[config.mk]
export PLATFORM = sky130hd
export DESIGN_NAME = json_string_unescape_utf8_top
export DESIGN_NICKNAME = d
export VERILOG_FILES = /design/src/hw/rtl/jsu_pkg.sv /design/src/hw/rtl/json_string_unescape_utf8_top.sv
export SDC_FILE = /design/constraint.sdc
export NUM_CORES = 1
export LEC_CHECK = 0
export ABC_AREA = 0
export BUFFER_PORTS_ARGS = -buffer_cell sky130_fd_sc_hd__buf_2
export CORE_MARGIN = 3
export CORE_UTILIZATION = 32
export CTS_BUF_LIST = sky130_fd_sc_hd__clkbuf_2 sky130_fd_sc_hd__clkbuf_4 sky130_fd_sc_hd__clkbuf_8
export CTS_CLUSTER_SIZE = 10
export DETAILED_ROUTE_END_ITERATION = 7
export SLEW_MARGIN = 20
export SYNTH_ARGS = -nofsm -noshare
export SYNTH_HDL_FRONTEND = slang
export SYNTH_SLANG_ARGS = --single-unit
[constraint.sdc]
create_clock -name clk -period 16.1 [get_ports clk]
set_input_delay 0.805 -clock clk [delete_from_list [all_inputs] [get_ports clk]]
set_output_delay 0.805 -clock clk [all_outputs]
set_load 0.02 [all_outputs]
[src/hw/rtl/jsu_pkg.sv]
// ----------------------------------------------------------------------------
// jsu_pkg
// Types and codes for the JSON string unescape to UTF-8 block.
// ----------------------------------------------------------------------------
package jsu_pkg;

  // Decoder phase within a string body
  typedef enum logic [3:0] {
    PH_TEXT,
    PH_ESC,
    PH_HEX_A,
    PH_WANT_BS,
    PH_WANT_U,
    PH_HEX_B,
    PH_ENDED,
    PH_FAILED
  } phase_t;

  // Result kinds
  typedef enum logic [1:0] {
    KIND_BYTE  = 2'd0,
    KIND_END   = 2'd1,
    KIND_ERROR = 2'd2
  } kind_t;

  // Error codes
  localparam logic [2:0] ERR_QUOTE     = 3'd0;
  localparam logic [2:0] ERR_ESCAPE    = 3'd1;
  localparam logic [2:0] ERR_HEX       = 3'd2;
  localparam logic [2:0] ERR_SURROGATE = 3'd3;
  localparam logic [2:0] ERR_CONTROL   = 3'd4;

  // One raw input byte request
  typedef struct packed {
    logic [7:0] in_byte;
    logic       restart;
  } byte_req_t;

  // One decoded result
  typedef struct packed {
    logic [1:0] kind;
    logic [7:0] out_byte;
    logic [2:0] error_code;
    logic       last;
  } result_t;

endpackage

[src/hw/rtl/json_string_unescape_utf8_top.sv]
// ----------------------------------------------------------------------------
// json_string_unescape_utf8_top
// Decodes JSON string body bytes (escapes, \uXXXX, surrogate pairs) to UTF-8.
// ----------------------------------------------------------------------------
// Usage:
//   The byte channel (byte_valid / byte_stall / byte_data) takes one raw byte
//   of a string body per request; restart marks the first byte of a string.
//   The result channel (res_valid / res_stall / res_data) returns decoded
//   UTF-8 bytes, an end marker on the closing quote, or one error; last flags
//   the final result caused by an input byte.
//   The first result of a byte is offered once the byte has passed the input
//   register and been decoded into the result group register; a busy group
//   register can hold the byte in the input register. Throughput: one byte per
//   cycle while each byte makes at most one result and the receiver does not
//   stall. A code point of n UTF-8 bytes holds the result group register
//   until its n bytes are taken, which sets the rate during multi-byte output;
//   bytes that make no result pass even while the group register is busy.
//   Reset clears the decoder to plain text and empties both registers.
//   A stalled receiver holds the current result; the input register then
//   fills and byte_stall rises until the group register drains.
// ----------------------------------------------------------------------------
module json_string_unescape_utf8_top (
  input  logic               clk,
  input  logic               rst,
  input  logic               byte_valid,
  output logic               byte_stall,
  input  jsu_pkg::byte_req_t byte_data,
  output logic               res_valid,
  input  logic               res_stall,
  output jsu_pkg::result_t   res_data
);
  import jsu_pkg::*;

  localparam logic [7:0] CH_NUL    = 8'h00;
  localparam logic [7:0] CH_SPACE  = 8'h20;
  localparam logic [7:0] CH_QUOTE  = 8'h22;
  localparam logic [7:0] CH_SLASH  = 8'h2F;
  localparam logic [7:0] CH_BSLASH = 8'h5C;
  localparam logic [7:0] CH_B      = 8'h62;
  localparam logic [7:0] CH_F      = 8'h66;
  localparam logic [7:0] CH_N      = 8'h6E;
  localparam logic [7:0] CH_R      = 8'h72;
  localparam logic [7:0] CH_T      = 8'h74;
  localparam logic [7:0] CH_U      = 8'h75;

  // Hex digit value with a valid flag in the top bit
  function automatic logic [4:0] hex_value(input logic [7:0] b);
    if (b >= 8'h30 && b <= 8'h39) begin
      return {1'b1, b[3:0]};
    end else if ((b >= 8'h41 && b <= 8'h46) || (b >= 8'h61 && b <= 8'h66)) begin
      return {1'b1, 4'(b[3:0] + 4'd9)};
    end
    return 5'd0;
  endfunction

  // Input register
  logic      inq_valid;
  byte_req_t inq;

  // Decoder state
  phase_t      phase, phase_next;
  logic [15:0] hex_accum, hex_accum_next;
  logic [15:0] high_surrogate, high_surrogate_next;
  logic [1:0]  digit_count, digit_count_next;

  // Result group register
  logic       grp_valid;
  kind_t      grp_kind;
  logic [2:0] grp_code;
  logic [7:0] grp_bytes [4];
  logic [1:0] grp_cnt;
  logic [1:0] grp_idx;

  // Decode outputs
  phase_t      ph;
  logic [15:0] acc, hs, acc_shift;
  logic [1:0]  dc;
  logic [4:0]  digit;
  logic [7:0]  b;
  logic [2:0]  n_res;
  kind_t       r_kind;
  logic [2:0]  r_code;
  logic [7:0]  r_bytes [4];
  logic        enc_en;
  logic [20:0] enc_cp;

  logic grp_done, grp_room, dec_fire;

  // Decode one byte against the current (or restarted) state
  always_comb begin
    b         = inq.in_byte;
    ph        = inq.restart ? PH_TEXT : phase;
    acc       = inq.restart ? 16'd0 : hex_accum;
    hs        = inq.restart ? 16'd0 : high_surrogate;
    dc        = inq.restart ? 2'd0 : digit_count;
    digit     = hex_value(b);
    acc_shift = {acc[11:0], digit[3:0]};

    phase_next          = ph;
    hex_accum_next      = acc;
    high_surrogate_next = hs;
    digit_count_next    = dc;
    n_res               = 3'd0;
    r_kind              = KIND_BYTE;
    r_code              = ERR_QUOTE;
    enc_en              = 1'b0;
    enc_cp              = 21'd0;
    for (int i = 0; i < 4; i++) begin
      r_bytes[i] = 8'd0;
    end

    unique case (ph)
      PH_TEXT: begin
        if (b == CH_QUOTE) begin
          phase_next = PH_ENDED;
          n_res      = 3'd1;
          r_kind     = KIND_END;
        end else if (b == CH_NUL) begin
          phase_next = PH_FAILED;
          n_res      = 3'd1;
          r_kind     = KIND_ERROR;
          r_code     = ERR_QUOTE;
        end else if (b == CH_BSLASH) begin
          phase_next = PH_ESC;
        end else if (b < CH_SPACE) begin
          phase_next = PH_FAILED;
          n_res      = 3'd1;
          r_kind     = KIND_ERROR;
          r_code     = ERR_CONTROL;
        end else begin
          n_res      = 3'd1;
          r_bytes[0] = b;
        end
      end
      PH_ESC: begin
        phase_next = PH_TEXT;
        n_res      = 3'd1;
        case (b)
          CH_QUOTE, CH_BSLASH, CH_SLASH: r_bytes[0] = b;
          CH_B: r_bytes[0] = 8'h08;
          CH_F: r_bytes[0] = 8'h0C;
          CH_N: r_bytes[0] = 8'h0A;
          CH_R: r_bytes[0] = 8'h0D;
          CH_T: r_bytes[0] = 8'h09;
          CH_U: begin
            phase_next       = PH_HEX_A;
            hex_accum_next   = 16'd0;
            digit_count_next = 2'd0;
            n_res            = 3'd0;
          end
          default: begin
            phase_next = PH_FAILED;
            r_kind     = KIND_ERROR;
            r_code     = ERR_ESCAPE;
          end
        endcase
      end
      PH_HEX_A, PH_HEX_B: begin
        if (!digit[4]) begin
          phase_next = PH_FAILED;
          n_res      = 3'd1;
          r_kind     = KIND_ERROR;
          r_code     = ERR_HEX;
        end else if (dc != 2'd3) begin
          hex_accum_next   = acc_shift;
          digit_count_next = 2'(dc + 2'd1);
        end else begin
          hex_accum_next   = acc_shift;
          digit_count_next = 2'd0;
          if (ph == PH_HEX_A) begin
            if (acc_shift >= 16'hD800 && acc_shift <= 16'hDBFF) begin
              high_surrogate_next = acc_shift;
              phase_next          = PH_WANT_BS;
            end else begin
              phase_next = PH_TEXT;
              enc_en     = 1'b1;
              enc_cp     = {5'd0, acc_shift};
            end
          end else if (acc_shift < 16'hDC00 || acc_shift > 16'hDFFF) begin
            phase_next = PH_FAILED;
            n_res      = 3'd1;
            r_kind     = KIND_ERROR;
            r_code     = ERR_SURROGATE;
          end else begin
            phase_next = PH_TEXT;
            enc_en     = 1'b1;
            enc_cp     = {1'b0, hs[9:0], acc_shift[9:0]} + 21'h10000;
          end
        end
      end
      PH_WANT_BS: begin
        if (b != CH_BSLASH) begin
          phase_next = PH_FAILED;
          n_res      = 3'd1;
          r_kind     = KIND_ERROR;
          r_code     = ERR_SURROGATE;
        end else begin
          phase_next = PH_WANT_U;
        end
      end
      PH_WANT_U: begin
        if (b != CH_U) begin
          phase_next = PH_FAILED;
          n_res      = 3'd1;
          r_kind     = KIND_ERROR;
          r_code     = ERR_SURROGATE;
        end else begin
          phase_next       = PH_HEX_B;
          hex_accum_next   = 16'd0;
          digit_count_next = 2'd0;
        end
      end
      default: begin
        // ended or failed: drop bytes until restart
      end
    endcase

    // Encode a code point as UTF-8
    if (enc_en) begin
      if (enc_cp <= 21'h7F) begin
        n_res      = 3'd1;
        r_bytes[0] = enc_cp[7:0];
      end else if (enc_cp <= 21'h7FF) begin
        n_res      = 3'd2;
        r_bytes[0] = {3'b110, enc_cp[10:6]};
        r_bytes[1] = {2'b10, enc_cp[5:0]};
      end else if (enc_cp <= 21'hFFFF) begin
        n_res      = 3'd3;
        r_bytes[0] = {4'b1110, enc_cp[15:12]};
        r_bytes[1] = {2'b10, enc_cp[11:6]};
        r_bytes[2] = {2'b10, enc_cp[5:0]};
      end else begin
        n_res      = 3'd4;
        r_bytes[0] = {5'b11110, enc_cp[20:18]};
        r_bytes[1] = {2'b10, enc_cp[17:12]};
        r_bytes[2] = {2'b10, enc_cp[11:6]};
        r_bytes[3] = {2'b10, enc_cp[5:0]};
      end
    end
  end

  // Handshake control
  assign grp_done   = grp_valid && !res_stall && (grp_idx == grp_cnt);
  assign grp_room   = !grp_valid || grp_done;
  assign dec_fire   = inq_valid && (grp_room || (n_res == 3'd0));
  assign byte_stall = inq_valid && !dec_fire;

  // Hold the input request
  always_ff @(posedge clk) begin
    if (rst) begin
      inq_valid <= 1'b0;
    end else if (byte_valid && !byte_stall) begin
      inq_valid <= 1'b1;
    end else if (dec_fire) begin
      inq_valid <= 1'b0;
    end
  end

  always_ff @(posedge clk) begin
    if (byte_valid && !byte_stall) begin
      inq <= byte_data;
    end
  end

  // Advance decoder state
  always_ff @(posedge clk) begin
    if (rst) begin
      phase          <= PH_TEXT;
      hex_accum      <= 16'd0;
      high_surrogate <= 16'd0;
      digit_count    <= 2'd0;
    end else if (dec_fire) begin
      phase          <= phase_next;
      hex_accum      <= hex_accum_next;
      high_surrogate <= high_surrogate_next;
      digit_count    <= digit_count_next;
    end
  end

  // Load and drain the result group
  always_ff @(posedge clk) begin
    if (rst) begin
      grp_valid <= 1'b0;
      grp_idx   <= 2'd0;
    end else if (dec_fire && (n_res != 3'd0)) begin
      grp_valid <= 1'b1;
      grp_idx   <= 2'd0;
    end else if (grp_done) begin
      grp_valid <= 1'b0;
    end else if (grp_valid && !res_stall) begin
      grp_idx <= 2'(grp_idx + 2'd1);
    end
  end

  always_ff @(posedge clk) begin
    if (dec_fire && (n_res != 3'd0)) begin
      grp_kind <= r_kind;
      grp_code <= r_code;
      grp_cnt  <= 2'(n_res - 3'd1);
      for (int i = 0; i < 4; i++) begin
        grp_bytes[i] <= r_bytes[i];
      end
    end
  end

  // Drive the result channel
  assign res_valid           = grp_valid;
  assign res_data.kind       = grp_kind;
  assign res_data.out_byte   = grp_bytes[grp_idx];
  assign res_data.error_code = grp_code;
  assign res_data.last       = (grp_idx == grp_cnt);

endmodule

## After elaboration in Yosys (flattened, before gate mapping)

Memory sizes are Yosys's and may differ from the RTL's. A register that Yosys moved wholly into a read port is not among the register bits.
Cells that the tools add are included.

- Bits in writable memories: 32
- Memories: 1
- Flip-flop bits (word level): 58
- Output and inout bits: 16

Memory list:

| name | words | bits a word | read ports | clocked after memory_dff | write ports | line | text |
|---|---|---|---|---|---|---|---|
| grp_bytes | 4 | 8 | 1 | 1 | 4 | json_string_unescape_utf8_top.sv:70 | `logic [7:0] grp_bytes [4];` |

- Order comparisons: 14
- Mux-type cells: 108
- Reductions and logical operators: 30
- Eq/ne operators: 18
- Bitwise logic cells: 1
- Add/subtract/negate cells: 5

Operators with widths:

| cell | number |
|---|---|
| $mux 16 | 12 |
| $mux 21 | 6 |
| $eq 8x7->1 const B | 7 |
| $mux 2 | 27 |
| $mux 8 | 6 |
| $pmux 16 s3 | 1 |
| $pmux 8 s6 | 1 |
| $mux 32 | 1 |
| $mux 4 | 8 |
| $mux 3 | 9 |
| $mux 1 | 25 |
| $mux 24 | 1 |
| $add 20x17->21 const B | 1 |
| $le 21x11->1 const B | 1 |
| $le 21x16->1 const B | 1 |
| $le 21x7->1 const B | 1 |
| $pmux 4 s5 | 1 |
| $eq 8x6->1 const B | 2 |
| $ge 16x16->1 const B | 1 |
| $ge 8x7->1 const B | 2 |
| $gt 16x16->1 const B | 1 |
| $le 16x16->1 const B | 1 |
| $le 8x7->1 const B | 2 |
| $lt 16x16->1 const B | 1 |
| other kinds (34) | 57 |

## Depth between registers and ports, before layout

Gate-level depths: netlist of run 1.

- Depth after elaboration: 26
- Gate-level depth with buffers: 18

## Worst setup path after synthesis of run 1

OpenSTA, ideal clock, no wires.

- Path kind: reg-to-reg
- Start point: reg inq, in the netlist b[0]
- End point: mem grp_bytes[0][0] (enable)
- Setup slack: 10.782 ns
- Library setup time: 0.446 ns
- Stages on the path, launching flop included: 14
- Data arrival time: 4.872 ns
- Period minus slack after synthesis: 5.318 ns
- Path buffers: 0
- Cell sequence: edfxtp_1 inv_1 ha_1 o21bai_1 a21oi_1 nor2_1 nor2_1 o21ai_1 or4_1 o211ai_1 ha_1 o21a_1 o31ai_2 a21oi_1

RTL lines:

| what | line | text |
|---|---|---|
| from (decl) | json_string_unescape_utf8_top.sv:58 | `byte_req_t inq;` |
| from (signal assigned) | json_string_unescape_utf8_top.sv:261 | `inq <= byte_data;` |
| to (decl) | json_string_unescape_utf8_top.sv:70 |  |

## Worst setup path in the final report of run 1

- Start point: reg inq, in the netlist b[0]
- End point: out byte_stall

- Longest elaborated chain between the ends: 23
- Elaborated cells on any way between the ends: 64
- Classes of those cells: add/sub (2); order compare (13); eq/ne (5); mux (32); reduce/logical (12)

RTL lines:

| what | line | text |
|---|---|---|
| $ge 8x7->1 or $le 8x7->1 (tied branches) | json_string_unescape_utf8_top.sv:50 | `end else if ((b >= 8'h41 && b <= 8'h46) \|\| (b >= 8'h61 && b <= 8'h66)) begin` |
| $logic_and 1x1->1 | json_string_unescape_utf8_top.sv:50 |  |
| $logic_or 1x1->1 | json_string_unescape_utf8_top.sv:50 |  |
| $mux 1 | json_string_unescape_utf8_top.sv:50 |  |
| $mux 1 | json_string_unescape_utf8_top.sv:48 | `if (b >= 8'h30 && b <= 8'h39) begin` |
| $mux 5 | json_string_unescape_utf8_top.sv:53 | `return 5'd0;` |
| $lt 16x16->1, or another cell as far along | json_string_unescape_utf8_top.sv:179 | `end else if (acc_shift < 16'hDC00 \|\| acc_shift > 16'hDFFF) begin` |
| $logic_or 1x1->1 or $logic_and 1x1->1 (tied branches) | json_string_unescape_utf8_top.sv:179, json_string_unescape_utf8_top.sv:171 |  |
| [... 7 more ...] | n/a |  |
| $mux 3 | json_string_unescape_utf8_top.sv:223 | `end else if (enc_cp <= 21'h7FF) begin` |
| $mux 3 | json_string_unescape_utf8_top.sv:220 | `if (enc_cp <= 21'h7F) begin` |
| $mux 3 * | json_string_unescape_utf8_top.sv:219 | `if (enc_en) begin` |
| $logic_not 3->1 * | json_string_unescape_utf8_top.sv:245 | `assign dec_fire = inq_valid && (grp_room \|\| (n_res == 3'd0));` |
| $logic_or 1x1->1 * | json_string_unescape_utf8_top.sv:245 |  |
| $logic_and 1x1->1 * | json_string_unescape_utf8_top.sv:245 |  |
| $logic_not 1->1 * | json_string_unescape_utf8_top.sv:246 | `assign byte_stall = inq_valid && !dec_fire;` |
| $logic_and 1x1->1 * | json_string_unescape_utf8_top.sv:246 |  |
| to (decl) | json_string_unescape_utf8_top.sv:26 | `output logic byte_stall,` |

Mark *: on every way between the ends. The rest lies on a longest branch, timed or not. The select of a mux whose other input is x is not followed.

==> results of run 1 <==
[routing by layer]
layer	wire [um]	part of all wire, %	up-vias
met3	979	7.7	38
met2	5500	43	172
met5	0	0	-
met1	5690	45	1874
met4	544	4.3	0
li1	-	-	1788
[cell families (layout without fill, tap and decap cells)]
family                     count (synthesis)  after routing  synth area share, %
xor gates and xnor gates                   9              9                 1.72
AOI/OAI and AO/OA                        132            132                 21.8
muxes                                     13             13                 4.79
and+or+nand+nor                          175            175                 21.7
DFF                                       79             79                 44.4
buffers and inverters                     36             60                 3.36
adders and majority gates                  8              8                 2.19
[Yosys cell counts (6+ instances only)]
| master | instances |
|---|---|
| nand2_1 | 29 |
| nor2b_1 | 13 |
| xnor2_1 | 6 |
| nor3_1 | 11 |
| a31oi_1 | 8 |
| o21ai_1 | 7 |
| a21oi_1 | 20 |
| edfxtp_1 | 45 |
| o22ai_1 | 6 |
| clkbuf_1 | 15 |
| mux4_2 | 7 |
| nor2_1 | 43 |
| a22o_1 | 23 |
| ha_1 | 8 |
| and2_1 | 6 |
| nand2b_1 | 9 |
| o21ai_0 | 16 |
| dfxtp_1 | 34 |
| nand3_1 | 12 |
| a211oi_1 | 6 |
| inv_1 | 12 |
[worst register-to-register path: stages (launching register included)]
cell,delay [ns]
dfxtp_1,0.61
nor4b_4,0.48
nand2_1,0.17
a31oi_1,0.35
nand4_1,0.60
o21ai_1,0.42
and2_1,0.26
inv_2,0.08
nand2_1,0.07
ha_1,0.32
o21a_1,0.19
o31ai_2,0.17
a21oi_4,0.48
buf_16,0.24
[power groups by stage]
| stage | logic [mW] | clock network [mW] | registers, mW |
|---|---|---|---|
| finish | 0.0565 | 0.159 | 0.230 |
| global route | 0.0615 | 0.170 | 0.231 |
| CTS | 0.0544 | 0.163 | 0.230 |
| detailed placement | 0.0542 | 0 | 0.235 |
| global placement | 0.0544 | 0 | 0.234 |
| floorplan | 0.0389 | 0 | 0.232 |
[metrics by stage]
stage / std cells / util (%)
final: 656 / 36.7
after CTS: 655 / 36.4
after floorplan: 452 / -
after global routing: 656 / 36.7
after global placement: 639 / 34.9
after detailed placement: 639 / 34.9
[state kept, by name (all words and copies together), names as in the netlist, 2 cells and up, named ones only]
name	count
grp_code	3
high_surrogate	10
grp_kind	2
grp_cnt	2
b	8
phase	4
grp_idx	2
hex_accum	12
grp_bytes	29
digit_count	2
[worst min-delay path by stage]
stage                                       end  cells after the start                         from
floorplan           digit_count[1]$_SDFFE_PP0P_                      1  digit_count[1]$_SDFFE_PP0P_
global route          hex_accum[1]$_SDFFE_PP0P_                      1    hex_accum[1]$_SDFFE_PP0P_
finish                hex_accum[1]$_SDFFE_PP0P_                      1    hex_accum[1]$_SDFFE_PP0P_
global placement    digit_count[1]$_SDFFE_PP0P_                      1  digit_count[1]$_SDFFE_PP0P_
detailed placement    hex_accum[1]$_SDFFE_PP0P_                      1    hex_accum[1]$_SDFFE_PP0P_
CTS                   hex_accum[1]$_SDFFE_PP0P_                      1    hex_accum[1]$_SDFFE_PP0P_
[area by class of cell]
class | count | area (um2)
Clock buffer | 9 | 124
Inverter | 14 | 52.6
Multi-Input combinational cell | 337 | 2420
Timing Repair Buffer | 30 | 175
Tap cell | 180 | 225
Fill cell | 1365 | 8820
Sequential cell | 79 | 2030
Clock inverter | 7 | 87.6
==> flow_metrics.tcl, run 1 <==
set metrics [dict create \
    finalHoldViolCount 0 \
    synthArstFlopShare_pct 0 \
    p_switching_mw 0.117 \
    wl_mm 12.7 \
    drive_gt1_share_pct 15.5 \
    crit_required_ns 15.29 \
    crit_family "simple AND/OR/NAND/NOR gates" \
    crit_top_cell "ha_1" \
    wl_per_cell_um 19.4 \
    timing.slew.headroom_pct 36.2 \
    met1_usage_pct 22.9 \
    use_met3_pct 4.36 \
    avgSynthCellArea_um2 10.1 \
    p_leak_nw 1.84 \
    antenna_found_initial 0 \
    io_buffers 28 \
    cts_setup_buffers 0 \
    cp_cell_sequence "inv_1, ha_1, o21bai_1, a21oi_1, o211ai_2, or2_1, and2_1, inv_2, nand2_1, ha_1, a21o_1, nor2_1, buf_2" \
    cts_tree "yes" \
    outcome "completed" \
    powerDensity_nw_per_um2 87.0 \
    synthesis.nets 473 \
    worst-r2r-cell-count 13 \
    synth_area_um2 4580 \
    area_delta_synth_final_pct 11.8 \
    dpl.hpwl_mm 9.58 \
    ys_ff_latch 79 \
    synth.yosys.warnings 0 \
    grt_pass1_wl_mm 20.1 \
    critical_path_class "register to output port" \
    rsz0062_at_grt "false" \
    drtAntennaViolNets 0 \
    slew_viol_final 0 \
    final_common_cell "edfxtp_1" \
    grt_overflow_total 0 \
    critPathLaunchType "register" \
    fmax_ghz 0.194 \
    r2r-start "phase[1]$_SDFFE_PP0P_" \
    synthTopCellsByArea "edfxtp_1 30%, dfxtp_1 15%, a22o_1 4.4%" \
    fp.dieW_um 126 \
    num_io_pins 29 \
    p_sw_share_pct 26.2 \
    setup_violations 0 \
    post-route-min-period_ns 5.14 \
    p_int_mw 0.328 \
    hold-worst-slack_ns 0.480 \
    grt_busiest_layer "met2" \
    finalPower_mw 0.445 \
    cp_max_fo 27 \
    cts_resized 0 \
    synth-main-ff-cell "edfxtp_1" \
    arrival_ns 4.34 \
    endpoint "byte_stall" \
    drc_errors 0 \
    worst_pin_slew_ns 0.952 \
    vias 3872 \
    critPathBufInv 3 \
    end_kind "output port" \
    finalClockSkew_ns 0.0118 \
    setup_tns_ns 0 \
    synthCells 452 \
    first_pass_iters 5 \
    via_per_inst 5.90 \
    cap_viol_max_count 0 \
    core-area_um2 13900 \
    n_antenna_cell 0 \
    die-area_um2 15800 \
    synth_largest_area_cell "edfxtp_1" \
    synth_edf_count 45 \
    cts_root_buf "clkbuf_8" \
    dpl_worst_slack_ns 11.12 \
    fin_area_um2 5120 \
    setup_slack_ns 10.96 \
    crit_start "b[0]$_DFFE_PP_" \
    p_clk_share_pct 35.6 \
    grt_pass1_vias 3619 \
    use_met2_pct 23.1 \
    clockBufferDepth 2 \
    period_share_pct 31.9 \
    grt_max_degree 40 \
    power_frac_seq_pct 51.7 \
    synth_top_area_share_pct 29.5 \
    layout_common_cells "45 x edfxtp_1, 43 x nor2_1, 34 x dfxtp_1" \
    h-tree-depth 3 \
    die_h_um 126 \
    ys_types 81 \
    cts_buffers 9 \
    path_clk_slew_ns 0.08 \
    track_usage_pct 16.4 \
    start_util_pct 32.8 \
    cp_slowest_cell "or2_1" \
    rrSetupSlack_ns 11.37 \
    hold_class "register to register" \
    reg2reg_to "grp_bytes[1][3]$_SDFFCE_PP0P_" \
    cp_slowest_stage_delay_ns 0.58 \
    cts_hold_buf 0 \
    gp_congestion 0.959 \
    yosysSeqAreaShare_pct 44.4 \
    pwr-share-comb_pct 12.7 \
    fp-row-count 43 \
    post_dp_cell_area_um2 4860 \
    vdd_drop_max_mv 0.0380 \
    cts.sinks 79 \
    clock_latency_ns 0.37 \
    first_iter_violations 344 \
    nets 492 \
    crit_cells 13 \
]
Power figures use the tool's default switching activity.
==> inputs of run 2 (changes only) <==
- clock period: 16.1 -> 4.95 ns (I/O delays scaled with it)
==> run 2 against run 1 <==
  * Sequential power grew to 3.3 times the previous value
  * Non-clock buffer count grew 8
  * Setup slack lost 10 ns
  * First-iteration DRC count grew 19%
  * Critical endpoint is now grp_bytes[3][1]$_SDFFCE_PP0P_
  * Die area is the same
  * Cell count grew 1.2%
  * Register-to-register slack lost 11 ns
  * Flip-flop and latch count is the same
  * Highest routed layer unchanged
  * Critical path depth shrank 1
==> flow_metrics.tcl, run 2 (synthesized netlist as in run 1, its figures left out) <==
set metrics [dict create \
    outcome "completed" \
    fin_area_um2 5170 \
    largest_reg_flops 29 \
    worst-r2r-cell-count 12 \
    setup_tns_ns 0 \
    antenna_found_initial 0 \
    finalPower_mw 1.51 \
    die-area_um2 15800 \
    cts.sinks 79 \
    end_kind "register" \
    rrSetupSlack_ns 0.58 \
    worst_pin_slew_ns 1.13 \
    rsz0062_at_grt "false" \
    first_iter_violations 410 \
    finalClockSkew_ns 0.0117 \
    path_clk_slew_ns 0.08 \
    timing.slew.headroom_pct 24.0 \
    largestRegisters "grp_bytes (29), hex_accum (12), high_surrogate (10)" \
    finalHoldViolCount 0 \
    first_pass_iters 5 \
    fp.dieW_um 126 \
    dpl_worst_slack_ns 0.614 \
    post-route-min-period_ns 4.37 \
    cap_viol_max_count 0 \
    min_path_cells 1 \
    dpl.hpwl_mm 9.60 \
    grt_max_degree 40 \
    final_common_cell "edfxtp_1" \
    fp-row-count 43 \
    drtAntennaViolNets 0 \
    critPathLaunchType "register" \
    num_io_pins 29 \
    area_delta_synth_final_pct 12.9 \
    cts_root_buf "clkbuf_8" \
    hp-start "byte_data[2]" \
    setup_violations 0 \
    n_antenna_cell 0 \
    crit_start "b[3]$_DFFE_PP_" \
    grt_overflow_total 0 \
    cts_setup_buffers 0 \
    cts_resized 0 \
    core-area_um2 13900 \
    cp_max_fo 39 \
    grt_busiest_layer "met2" \
    track_usage_pct 16.5 \
    use_met3_pct 3.33 \
    drive_gt1_share_pct 17.1 \
    fmax_ghz 0.229 \
    hold_class "input pin to register" \
    grt_pass1_wl_mm 20.5 \
    vdd_drop_max_mv 0.106 \
    fin_cells 664 \
    via_per_inst 5.77 \
    fin_util_pct 37.1 \
    min_to "b[1]$_DFFE_PP_" \
    crit_required_ns 4.96 \
    clockBufferDepth 2 \
    hold-worst-slack_ns 0.0453 \
    wl_per_cell_um 19.3 \
    max_flop_register "grp_bytes" \
    dp.cells 648 \
    seqCellArea_um2 2030 \
    arrival_ns 4.39 \
    multi_input_area_um2 2410 \
    critical_path_class "register to register" \
    start_util_pct 32.8 \
    wl_mm 12.8 \
    die_h_um 126 \
    fillers 1368 \
    io_buffers 28 \
    powerDensity_nw_per_um2 292 \
    p_leak_nw 1.88 \
    cts_tree "yes" \
    grt_pass1_vias 3629 \
    use_met2_pct 25.0 \
    met1_usage_pct 22.9 \
    vias 3833 \
    post_dp_cell_area_um2 4930 \
    setup_slack_ns 0.576 \
    slew_viol_final 0 \
    r2r-start "b[3]$_DFFE_PP_" \
    cts_hold_buf 0 \
    nets 500 \
    cts_buffers 9 \
    clock_latency_ns 0.37 \
    reg2reg_to "grp_bytes[3][1]$_SDFFCE_PP0P_" \
    layout_common_cells "45 x edfxtp_1, 43 x nor2_1, 34 x dfxtp_1" \
    h-tree-depth 3 \
    drc_errors 0 \
    gp_congestion 0.937 \
    period_share_pct 88.4 \
]
[run 2: report_power, final]
group          internal, mW  switching [mW]  total (mW)
registers             0.722          0.0281       0.750
clock network         0.331           0.250       0.581
logic                0.0647           0.114       0.179
[run 2: worst max path at each step]
stage	endpoint	slack [ns]	cells past startpoint
floorplan	grp_bytes[0][0]$_DFFE_PP_	0.47	13
global placement	grp_cnt[1]$_DFFE_PP_	0.70	12
detailed placement	grp_code[2]$_DFFE_PP_	0.61	12
CTS	grp_code[2]$_DFFE_PP_	0.58	12
global route	grp_bytes[3][3]$_SDFFCE_PP0P_	0.28	12
finish	grp_bytes[3][1]$_SDFFCE_PP0P_	0.58	12
[run 2: critical path: stages, from the launching register on]
cell	delay (ns)
edfxtp_1	0.57
or3b_1	0.45
a2111oi_2	0.45
nor2_1	0.19
nor2_1	0.18
o21ai_1	0.10
or4_1	0.56
o211ai_1	0.15
ha_1	0.36
o21a_1	0.19
o31ai_2	0.15
a21oi_4	0.19
buf_4	0.44
[run 2: metal layers]
metal / vias to the layer above / share of wire, %
met5: - / 0
li1: 1804 / -
met2: 127 / 45
met4: 0 / 3.0
met3: 25 / 5.5
met1: 1877 / 46
[run 2: cell type report]
cell class	count	area share (%)
clock inverters	7	2.15
flip-flops and latches	79	39.3
well taps	180	4.36
clock buffers	9	2.40
repair buffers	38	4.16
inverters	14	1.02
multi-input cells	337	46.6
==> inputs of run 3 (changes only) <==
- clock period: 4.95 -> 4.5 ns (I/O delays scaled with it)
==> run 3 against run 2 <==
  * Die area stayed put
  * Wire length rose by 3.0%
  * Setup slack worse by 0.34 ns
  * Critical endpoint is now byte_stall
  * Cell count increased by 1.2%
  * Critical path depth is 1 higher
==> flow_metrics.tcl, run 3 (synthesized netlist as in run 1, its figures left out) <==
set metrics [dict create \
    nets 508 \
    cp_slowest_cell "edfxtp_1" \
    cp_cell_sequence "inv_1, ha_1, nor2_1, a2111o_1, a211oi_4, o21ai_1, and2_1, inv_2, nand2_1, ha_1, a21o_1, nor2_1, buf_2" \
    fin_util_pct 37.7 \
    end_kind "output port" \
    die-area_um2 15800 \
    fp.dieW_um 126 \
    finalClockSkew_ns 0.0199 \
    grt_max_degree 40 \
    worst-r2r-cell-count 14 \
    setup_tns_ns 0 \
    via_per_inst 5.84 \
    gp_congestion 0.926 \
    slew_viol_final 0 \
    drc_errors 0 \
    final_common_cell "edfxtp_1" \
    dp.cells 652 \
    rrSetupSlack_ns 0.40 \
    setup_violations 0 \
    critical_path_class "register to output port" \
    largest_reg_flops 29 \
    core-area_um2 13900 \
    grt_overflow_total 0 \
    cap_viol_max_count 0 \
    cts.sinks 79 \
    hold-worst-slack_ns 0.0188 \
    path_clk_slew_ns 0.10 \
    cts_hold_buf 0 \
    finalPower_mw 1.70 \
    crit_required_ns 4.28 \
    min_path_cells 1 \
    fp-row-count 43 \
    timing.slew.headroom_pct 30.0 \
    fin_area_um2 5250 \
    cp_max_fo 9 \
    wl_per_cell_um 19.6 \
    powerDensity_nw_per_um2 324 \
    vdd_drop_max_mv 0.135 \
    rsz0062_at_grt "false" \
    cts_buffers 9 \
    p_leak_nw 1.93 \
    first_pass_iters 5 \
    cts_resized 0 \
    clock_latency_ns 0.37 \
    io_buffers 28 \
    drtAntennaViolNets 0 \
    fmax_ghz 0.235 \
    drive_gt1_share_pct 18.7 \
    largestRegisters "grp_bytes (29), hex_accum (12), high_surrogate (10)" \
    h-tree-depth 3 \
    vias 3925 \
    start_util_pct 32.8 \
    outcome "completed" \
    dpl.hpwl_mm 9.79 \
    period_share_pct 94.7 \
    track_usage_pct 16.6 \
    finalHoldViolCount 0 \
    die_h_um 126 \
    worst_pin_slew_ns 1.04 \
    grt_pass1_vias 3588 \
    critPathLaunchType "register" \
    arrival_ns 4.04 \
    fin_cells 672 \
    clockBufferDepth 2 \
    cts_root_buf "clkbuf_8" \
    first_iter_violations 419 \
    area_delta_synth_final_pct 14.8 \
    setup_slack_ns 0.239 \
    dpl_worst_slack_ns 0.408 \
    post_dp_cell_area_um2 4970 \
    cts_tree "yes" \
    num_io_pins 29 \
    post-route-min-period_ns 4.26 \
    wl_mm 13.2 \
    grt_pass1_wl_mm 20.9 \
    cp_slowest_stage_delay_ns 0.52 \
    n_antenna_cell 0 \
    hold_class "input pin to register" \
    antenna_found_initial 0 \
    max_flop_register "grp_bytes" \
    layout_common_cells "45 x edfxtp_1, 43 x nor2_1, 34 x dfxtp_1" \
]
==> run 3: cell types whose count changed in the layout (fill, tap and decap cells not counted) <==
cell        change
clkinv_4        +2
clkbuf_4        +1
clkinvlp_4      -1
clkinv_2        -2
clkinv_1        -1
buf_12          +1
buf_4           +7
inv_6           +1
==> run 3: worst max-delay path, delay by kind of cell (launching register included) <==
kind | cells | cell delay (ns)
AO/OA/AOI/OAI | 4 | 1.42
AND/OR/NAND/NOR | 4 | 0.72
buffers and inverters | 3 | 0.50
adder cells (fa/ha/maj) | 2 | 0.50
flip-flops | 1 | 0.52
==> run 3: area by class of cell <==
cell class | instances | area [um2]
tap | 180 | 225
inverter | 14 | 52.6
multi-input combinational | 337 | 2410
sequential | 79 | 2030
clock buffer | 10 | 131
fill | 1367 | 8680
clock inverter | 6 | 116
timing repair buffer | 46 | 288
==> run 3: power breakdown <==
part / switching (mW) / internal (mW) / leakage, nW / total (mW)
clock network: 0.290 / 0.379 / 0.124 / 0.669
registers: 0.0267 / 0.794 / 0.717 / 0.821
logic: 0.132 / 0.0790 / 1.09 / 0.211
total: 0.448 / 1.25 / 1.93 / 1.70
==> run 3: timing repair <==
action / 4_1_cts / 5_1_grt
endpoints found under the hold margin: 0 / 0
setup buffers: 0 / 4
endpoints found under the setup margin: 0 / 1
==> run 3: metal layers <==
metal	wire length [um]	track usage [%]	part of all wire, %
met3	905	3.55	6.9
met2	6020	25.3	46
met1	6030	24.1	46
met5	0	0	0
met4	218	4.46	1.7
==> run 3: final timing paths <==
kind	startpoint	endpoint
min reg2reg	hex_accum[1]$_SDFFE_PP0P_	hex_accum[1]$_SDFFE_PP0P_
min	byte_data[3]	b[2]$_DFFE_PP_
max reg2reg	b[1]$_DFFE_PP_	grp_cnt[1]$_DFFE_PP_
max	b[1]$_DFFE_PP_	byte_stall
